File: config.mk
export PLATFORM = sky130hd
export DESIGN_NAME = upq_ctrl
export DESIGN_NICKNAME = d
export VERILOG_FILES = /design/src/design/upq_pkg.sv /design/src/design/upq_ctrl.sv
export SDC_FILE = /design/constraint.sdc
export NUM_CORES = 1
export LEC_CHECK = 0
export BUFFER_PORTS_ARGS = -buffer_cell sky130_fd_sc_hd__buf_2
export CORE_ASPECT_RATIO = 0.9
export CORE_MARGIN = 3
export CORE_UTILIZATION = 30
export CTS_BUF_LIST = sky130_fd_sc_hd__clkbuf_16
export DETAILED_ROUTE_END_ITERATION = 10
export GPL_ROUTABILITY_DRIVEN = 0
export SYNTH_ARGS = -nofsm -noshare
export SYNTH_HDL_FRONTEND = slang
export SYNTH_SLANG_ARGS = --single-unit
File: constraint.sdc
create_clock -name clk -period 4.7 [get_ports clk]
set_input_delay 0 -clock clk [delete_from_list [all_inputs] [get_ports clk]]
set_output_delay 0 -clock clk [all_outputs]
set_load 0.01 [all_outputs]
File: src/design/upq_pkg.sv
// shared types and codes for the unsorted array priority queue
`timescale 1ns / 1ps

package upq_pkg;

    localparam int DATA_BITS = 32;
    localparam int OCC_BITS  = 8;

    typedef enum logic [1:0] {
        ST_OK    = 2'd0,
        ST_FULL  = 2'd1,
        ST_EMPTY = 2'd2
    } status_t;

    typedef enum logic {
        OP_ENQ = 1'b0,
        OP_DEQ = 1'b1
    } op_t;

    typedef enum logic [1:0] {
        S_IDLE,
        S_SCAN,
        S_SHIFT,
        S_DONE
    } state_t;

    typedef struct packed {
        status_t                     status;
        logic signed [DATA_BITS-1:0] data;
        logic [OCC_BITS-1:0]         occupancy;
    } upq_result_t;

endpackage

File: src/design/upq_ctrl.sv
// sequencer: enqueue append, dequeue scan for best entry, shift-down pass
`timescale 1ns / 1ps

module upq_ctrl #(
    parameter int CAPACITY      = 128,
    parameter int PRIORITY_BITS = 8,
    parameter int AW            = 7,
    parameter int CW            = 8,
    parameter int EW            = 40
) (
    input  logic                         clk,
    input  logic                         rst_n,
    input  logic                         item_valid,
    output logic                         item_stall,
    input  logic                         op,
    input  logic signed [31:0]           item_data,
    input  logic [7:0]                   item_priority,
    output logic                         res_valid,
    input  logic                         res_take,
    output upq_pkg::upq_result_t         res,
    output logic                         we,
    output logic [AW-1:0]                wr_addr,
    output logic [EW-1:0]                wr_data,
    output logic                         rd_en,
    output logic [AW-1:0]                rd_addr,
    input  logic [EW-1:0]                rd_data
);

    import upq_pkg::*;

    state_t                   state_reg, state_next;
    logic [CW-1:0]            count_reg, count_next;
    logic [CW-1:0]            issue_idx_reg, issue_idx_next;
    logic                     rd_valid_reg, rd_valid_next;
    logic [CW-1:0]            rd_idx_reg, rd_idx_next;
    logic [AW-1:0]            best_idx_reg, best_idx_next;
    logic [PRIORITY_BITS-1:0] best_prio_reg, best_prio_next;
    logic [DATA_BITS-1:0]     best_data_reg, best_data_next;
    upq_result_t              res_reg, res_next;

    logic                     acc;
    logic                     issuing;
    logic                     full;
    logic                     shift_end;
    logic [CW-1:0]            wr_idx;
    logic [PRIORITY_BITS-1:0] rd_prio;
    logic [PRIORITY_BITS-1:0] in_prio;

    assign acc       = item_valid && (state_reg == S_IDLE);
    assign issuing   = issue_idx_reg < count_reg;
    assign full      = count_reg == CW'(CAPACITY);
    assign shift_end = !issuing && !rd_valid_reg;
    assign wr_idx    = rd_idx_reg - CW'(1);
    assign rd_prio   = rd_data[EW-1:DATA_BITS];
    assign in_prio   = PRIORITY_BITS'(item_priority);

    assign item_stall = state_reg != S_IDLE;
    assign res_valid  = state_reg == S_DONE;
    assign res        = res_reg;

    // next state
    always_comb
    begin
        state_next = state_reg;
        case (state_reg)
            S_IDLE:
            begin
                if (acc)
                begin
                    if (op == OP_DEQ && count_reg != '0)
                    begin
                        state_next = S_SCAN;
                    end
                    else
                    begin
                        state_next = S_DONE;
                    end
                end
            end
            S_SCAN:
            begin
                if (!issuing)
                begin
                    state_next = S_SHIFT;
                end
            end
            S_SHIFT:
            begin
                if (shift_end)
                begin
                    state_next = S_DONE;
                end
            end
            S_DONE:
            begin
                if (res_take)
                begin
                    state_next = S_IDLE;
                end
            end
            default:
            begin
                state_next = S_IDLE;
            end
        endcase
    end

    // datapath and memory control
    always_comb
    begin
        count_next     = count_reg;
        issue_idx_next = issue_idx_reg;
        rd_valid_next  = 1'b0;
        rd_idx_next    = rd_idx_reg;
        best_idx_next  = best_idx_reg;
        best_prio_next = best_prio_reg;
        best_data_next = best_data_reg;
        res_next       = res_reg;
        we             = 1'b0;
        wr_addr        = count_reg[AW-1:0];
        wr_data        = {in_prio, item_data};
        rd_en          = 1'b0;
        rd_addr        = issue_idx_reg[AW-1:0];
        case (state_reg)
            S_IDLE:
            begin
                issue_idx_next = '0;
                if (acc)
                begin
                    res_next.data = '0;
                    if (op == OP_ENQ)
                    begin
                        if (full)
                        begin
                            res_next.status    = ST_FULL;
                            res_next.occupancy = OCC_BITS'(count_reg);
                        end
                        else
                        begin
                            we                 = 1'b1;
                            count_next         = count_reg + CW'(1);
                            res_next.status    = ST_OK;
                            res_next.occupancy = OCC_BITS'(count_reg + CW'(1));
                        end
                    end
                    else if (count_reg == '0)
                    begin
                        res_next.status    = ST_EMPTY;
                        res_next.occupancy = OCC_BITS'(count_reg);
                    end
                end
            end
            S_SCAN:
            begin
                rd_en         = issuing;
                rd_valid_next = issuing;
                rd_idx_next   = issue_idx_reg;
                if (issuing)
                begin
                    issue_idx_next = issue_idx_reg + CW'(1);
                end
                // first entry seeds, later ones must be strictly higher
                if (rd_valid_reg && (rd_idx_reg == '0 || rd_prio > best_prio_reg))
                begin
                    best_idx_next  = rd_idx_reg[AW-1:0];
                    best_prio_next = rd_prio;
                    best_data_next = rd_data[DATA_BITS-1:0];
                end
                if (!issuing)
                begin
                    issue_idx_next = CW'(best_idx_next) + CW'(1);
                end
            end
            S_SHIFT:
            begin
                rd_en         = issuing;
                rd_valid_next = issuing;
                rd_idx_next   = issue_idx_reg;
                if (issuing)
                begin
                    issue_idx_next = issue_idx_reg + CW'(1);
                end
                if (rd_valid_reg)
                begin
                    we      = 1'b1;
                    wr_addr = wr_idx[AW-1:0];
                    wr_data = rd_data;
                end
                if (shift_end)
                begin
                    count_next         = count_reg - CW'(1);
                    res_next.status    = ST_OK;
                    res_next.data      = best_data_reg;
                    res_next.occupancy = OCC_BITS'(count_reg - CW'(1));
                end
            end
            S_DONE:
            begin
            end
            default:
            begin
            end
        endcase
    end

    always_ff @(posedge clk or negedge rst_n)
    begin
        if (!rst_n)
        begin
            state_reg     <= S_IDLE;
            count_reg     <= '0;
            issue_idx_reg <= '0;
            rd_valid_reg  <= 1'b0;
        end
        else
        begin
            state_reg     <= state_next;
            count_reg     <= count_next;
            issue_idx_reg <= issue_idx_next;
            rd_valid_reg  <= rd_valid_next;
        end
    end

    always_ff @(posedge clk)
    begin
        rd_idx_reg    <= rd_idx_next;
        best_idx_reg  <= best_idx_next;
        best_prio_reg <= best_prio_next;
        best_data_reg <= best_data_next;
        res_reg       <= res_next;
    end

    a_count_bound: assert property (@(posedge clk) disable iff (!rst_n)
        count_reg <= CW'(CAPACITY))
        else $error("entry count above capacity");

    a_write_phase: assert property (@(posedge clk) disable iff (!rst_n)
        we |-> (state_reg == S_IDLE || state_reg == S_SHIFT))
        else $error("memory write outside append or shift");

    a_shift_addr: assert property (@(posedge clk) disable iff (!rst_n)
        (we && state_reg == S_SHIFT) |-> (CW'(wr_addr) + CW'(1) < count_reg))
        else $error("shift write beyond held entries");

    a_deq_scan: assert property (@(posedge clk) disable iff (!rst_n)
        (acc && op == OP_DEQ && count_reg != '0) |=> state_reg == S_SCAN)
        else $error("dequeue did not start a scan");

    a_count_step: assert property (@(posedge clk) disable iff (!rst_n)
        (state_reg == S_SCAN || state_reg == S_DONE) |=> $stable(count_reg))
        else $error("count changed during scan or while result waits");

endmodule

After elaboration in Yosys (flattened, before gate mapping)
Cells that the tools add are included.

word-level totals
  flip-flop bits (word level) = 116
  input bits = 85
  bits in latches = 0
  logic and storage cells = 84
  memories kept = 0
  bits in writable memories = 0
  output and inout bits = 100
  ROM bits = 0

operators by class
  div/mod/pow operators = 0
  equality and inequality tests = 11
  magnitude comparators = 2
  bitwise logic cells = 0
  add/sub/neg operators = 5
  shift operators = 0
  multipliers = 0
  reduce and logical (&&, ||, !) cells = 21
  multiplexer cells = 34

operators by type and width
  operator                                                             count
  42-bit two-way mux                                                   2
  42-bit one-hot mux with 2 select lines                               1
  40-bit two-way mux                                                   2
  8-bit two-way mux                                                    8
  7-bit two-way mux                                                    4
  8-bit one-hot mux with 3 select lines                                1
  8-bit by 1-bit adder with 8-bit output (second input constant)       2
  8-bit zero test                                                      2
  8-bit one-hot mux with 2 select lines                                1
  2-bit two-way mux                                                    7
  4-bit AND reduction                                                  3
  2-bit inequality test (second input constant)                        5
  7-bit by 1-bit adder with 8-bit output (second input constant)       1
  8-bit equality test (second input constant)                          1
  8-bit greater-than comparator                                        1
  8-bit less-than comparator                                           1
  2-bit one-hot mux with 4 select lines                                1
  8-bit nonzero test                                                   1
  8-bit by 1-bit subtractor with 8-bit output (second input constant)  1
  7-bit by 1-bit subtractor with 7-bit output (second input constant)  1
  1-bit two-way mux                                                    6
  2-bit equality test (second input constant)                          2
  1-bit logical AND                                                    4
  2-bit AND reduction                                                  2
  11 further kinds                                                     13

Longest topological paths before layout
  depth after elaboration = 8
  gate-level depth with buffers = 15
  mapped depth without buffers = 13

Worst setup path after synthesis
Ideal clock, no wire load.

  kind = flip-flop to flip-flop
  from = register count_reg[2]
  to = register res_reg, in the netlist res[0] (enable)
  stages on the path, launching flop included = 11
  clock period less this slack = 3.759 ns
  path slack = 0.941 ns
  required time = 4.308 ns
  arrival time = 3.367 ns
  buffers on the path = 1
  setup time = 0.392 ns
  cell sequence = dfrtp_1 clkbuf_1 inv_1 ha_1 nand2_1 o21ai_1 a21oi_1 or2_1 mux2i_1 and2_1 a21boi_0

between the ends
  longest elaborated chain between the ends = 5
  elaborated cells between the ends (all ways) = 7
  those cells by class = order compare (1); eq/ne (2); reduce/logical (4)

RTL lines
  what                                      line             source
  start, declared                           upq_ctrl.sv:32   logic [CW-1:0] count_reg, count_next;
  start signal, assigned                    upq_ctrl.sv:218  count_reg <= count_next;
  8-bit less-than comparator                upq_ctrl.sv:50   assign issuing = issue_idx_reg < count_reg;
  1-bit zero test                           n/a
  1-bit logical AND                         upq_ctrl.sv:52   assign shift_end = !issuing && !rd_valid_reg;
  2-bit inequality test (no source line)    n/a
  4-bit AND reduction (no source line) (*)  n/a
  end signal, assigned                      upq_ctrl.sv:230  res_reg <= res_next;
  end, declared                             upq_ctrl.sv:39   upq_result_t res_reg, res_next;

Mark *: on every way between the ends. The rest lies on a longest branch, timed or not.
A chain may end at the register's enable or synchronous reset.

Final worst setup path
  from = register state_reg[0]
  to = output wr_data[23]

between the ends
  longest elaborated chain between the ends = 2

RTL lines
  what                    line             source
  start, declared         upq_ctrl.sv:31   state_t state_reg, state_next;
  start signal, assigned  upq_ctrl.sv:217  state_reg <= state_next;
  2-bit equality test     upq_ctrl.sv:124  case (state_reg)
  40-bit two-way mux      upq_ctrl.sv:124
  end, declared           upq_ctrl.sv:23   output logic [EW-1:0] wr_data,

No other way between the ends.

==> flow_metrics.tcl <==
set metrics [dict create \
    outcome "complete, no violations" \
    min_delay_path_depth 4 \
    dp_cells 912 \
    tightestPinTransition_ps 975 \
    arrival_ps 3360 \
    drt_first_pass_iters 5 \
    num_rows 48 \
    die_area_um2 21900 \
    grt_max_degree 54 \
    cts_tree "built" \
    cp-startpoint "state_reg[0]" \
    avgSynthCellArea_um2 12.0 \
    ys_async_sr_fraction_pct 16.4 \
    yosys_warnings 0 \
    syn_to_final_growth_pct 35.3 \
    worstSetupEndpointType "primary output" \
    synth.net_count 615 \
    clock_sinks 116 \
    clkSlewWorstSetupHoldPaths_ps 60 \
    ys_types 57 \
    drtIter0Drc 296 \
    grt_pass1_wl_um 25000 \
    start_util_pct 31.1 \
    cp.required_ps 4700 \
    grt_pass1_vias 4598 \
    clock_latency_ps 410 \
    routed_via_density 4.83 \
    r2r_start "rd_idx_reg[0]" \
    cts_inserted_buffers 17 \
    slew_headroom_pct 35.0 \
    io_buffer_count 184 \
    fin_nets 835 \
    wl_um 16300 \
    wl_per_cell_um 16.5 \
    clockRootBuffer "clkbuf_16" \
    grt_antenna_before_repair 0 \
    nFillCells 1816 \
    coreArea_um2 19500 \
    synth_sequential_area_ratio_pct 56.1 \
    synth_seq_cells 116 \
    synthCells 503 \
    finalHoldViolCount 0 \
    r2r_slack_ps 1530 \
    grt_usage_pct 14.8 \
    fin_crit_sh_pct 71.5 \
    finalSetupViolCount 0 \
    maxCapViolations 0 \
    start_kind "register" \
    clock_skew_ps 8.43 \
    regToRegEndpoint "issue_idx_reg[4]" \
    holdCritPathClass "in2reg" \
    tns_ps 0 \
    clockBufferDepth 2 \
    rr_worst_depth 13 \
    p_leak_nw 3.42 \
    drc 0 \
    final_util_pct 42.0 \
    hold_start "res_take" \
    whs_endpoint "state_reg[1]" \
    netlist_area_um2 6040 \
    rsz0062_at_grt "no" \
    max_freq_mhz 298 \
    final_cells 987 \
    drive_above_1_share_pct 36.3 \
    period_minus_slack_ps 3360 \
    cts_resized 0 \
    path_max_fanout 53 \
    largest_reg_flops 42 \
    crit_type "reg2out" \
    die_w_um 156 \
    htreeDepth 4 \
    place_hpwl_um 11700 \
    peakVddDrop_mv 0.268 \
    synth_edf_count 97 \
    ys.flop_type "edfxtp_1" \
    num_vias 4768 \
    power.density_nw_per_um2 609 \
    slew_viol_final 0 \
    ant_nets 0 \
    die_h_um 141 \
    gr-total-overflow 0 \
    io_pins 185 \
]
[Yosys cell counts, types with 3 or more instances]
library cell / instances / share of area (%)
o21ai_0: 19 / 1.6
buf_4: 8 / 0.99
nand4_1: 7 / 0.72
nor3_1: 9 / 0.75
nand2_1: 34 / 2.1
dfrtp_1: 19 / 7.9
edfxtp_1: 97 / 48
o21ai_1: 18 / 1.5
and3_1: 6 / 0.62
and2_1: 36 / 3.7
mux2_1: 6 / 1.1
xnor2_1: 16 / 2.3
nor2_1: 20 / 1.2
nand2b_1: 4 / 0.41
mux2i_1: 4 / 0.66
a21oi_1: 13 / 1.1
o311ai_1: 4 / 0.58
xor2_1: 5 / 0.72
nand3_1: 13 / 1.1
inv_1: 26 / 1.6
nor4_1: 4 / 0.41
nor2b_1: 5 / 0.52
mux2_2: 40 / 7.5
ha_1: 27 / 5.6
buf_2: 3 / 0.25
clkbuf_1: 18 / 1.1
[logic make-up after synthesis]
| group | after synthesis | synth area share (%) |
|---|---|---|
| XOR/XNOR | 21 | 3.04 |
| adder cells (fa/ha/maj) | 27 | 5.59 |
| AO/OA/AOI/OAI | 79 | 8.30 |
| buffers and inverters | 58 | 4.28 |
| AND/OR/NAND/NOR | 151 | 13.2 |
| multiplexers | 51 | 9.48 |
| flip-flops | 116 | 56.1 |
[layout make-up]
class / instances / area (µm²) / area share, %
inverters: 27 / 101 / 1.24
clock inverters: 15 / 156 / 1.91
well taps: 250 / 313 / 3.83
multi-input cells: 329 / 2400 / 29.4
clock buffers: 17 / 425 / 5.20
repair buffers: 232 / 1390 / 17.0
flip-flops and latches: 116 / 3390 / 41.4
diodes: 1 / 2.50 / 0.0306
[power breakdown]
part / total [mW] / switching [mW] / internal, mW
Sequential: 1.78 / 0.230 / 1.55
Combinational: 1.93 / 1.16 / 0.767
Clock: 1.27 / 0.484 / 0.785
[layer usage]
layer	up-vias	GRT usage (%)	wire, µm	share of wire [%]
li1	2285	-	-	-
met3	8	4.54	1440	8.9
met4	0	3.04	86	0.53
met1	2260	20.0	7140	44
met2	215	23.5	7600	47
met5	-	0	0	0
[placed cells by master, fill, tap and decap left out, types with 4 or more instances in the layout]
cell / instances
buf_2: 184
edfxtp_1: 97
dlygate4sd3_1: 42
mux2_2: 40
nand2_1: 34
and2_1: 34
inv_1: 27
ha_1: 26
nor2_1: 20
o21ai_0: 19
dfrtp_1: 19
o21ai_1: 18
clkbuf_16: 17
xnor2_1: 16
a21oi_1: 13
nand3_1: 13
nor3_1: 9
nand4_1: 7
mux2_1: 6
and3_1: 6
buf_4: 6
nor2b_1: 5
xor2_1: 5
inv_6: 5
o311ai_1: 4
nand2b_1: 4
nor4_1: 4
mux2i_1: 4
clkinv_4: 4
[stage by stage]
step	cell area (µm²)	power [mW]	worst slack (ps)	hold slack, ps
finish	8180	4.98	1340	83.4
global route	8170	5.32	1090	104
global placement	7170	3.70	1630	3.87
detailed placement	7170	3.72	1530	-4.28
floorplan	6040	3.01	941	-296
CTS	8170	5.03	1250	53.7
[worst max-delay path by stage]
stage,end,slack [ps],cells past startpoint
final,wr_data[23],1340,7
after global placement,issue_idx_reg[4],1630,13
after floorplan,res[0],940,10
after CTS,wr_data[25],1250,7
after global routing,wr_data[23],1090,7
after detailed placement,issue_idx_reg[4],1530,13
[worst max-delay path, cell delays in order, from the launching register on]
cell and delay [ps]:
dfrtp_1 410, inv_1 140, ha_2 330, buf_4 440, and2_2 690, buf_4 390, mux2_2 380, buf_2 140
[repair_timing]
action                    CTS  global route
hold buffers               42             0
hold endpoints to repair   60             0
buffers inserted            0             0
Power figures use the tool's default switching activity.
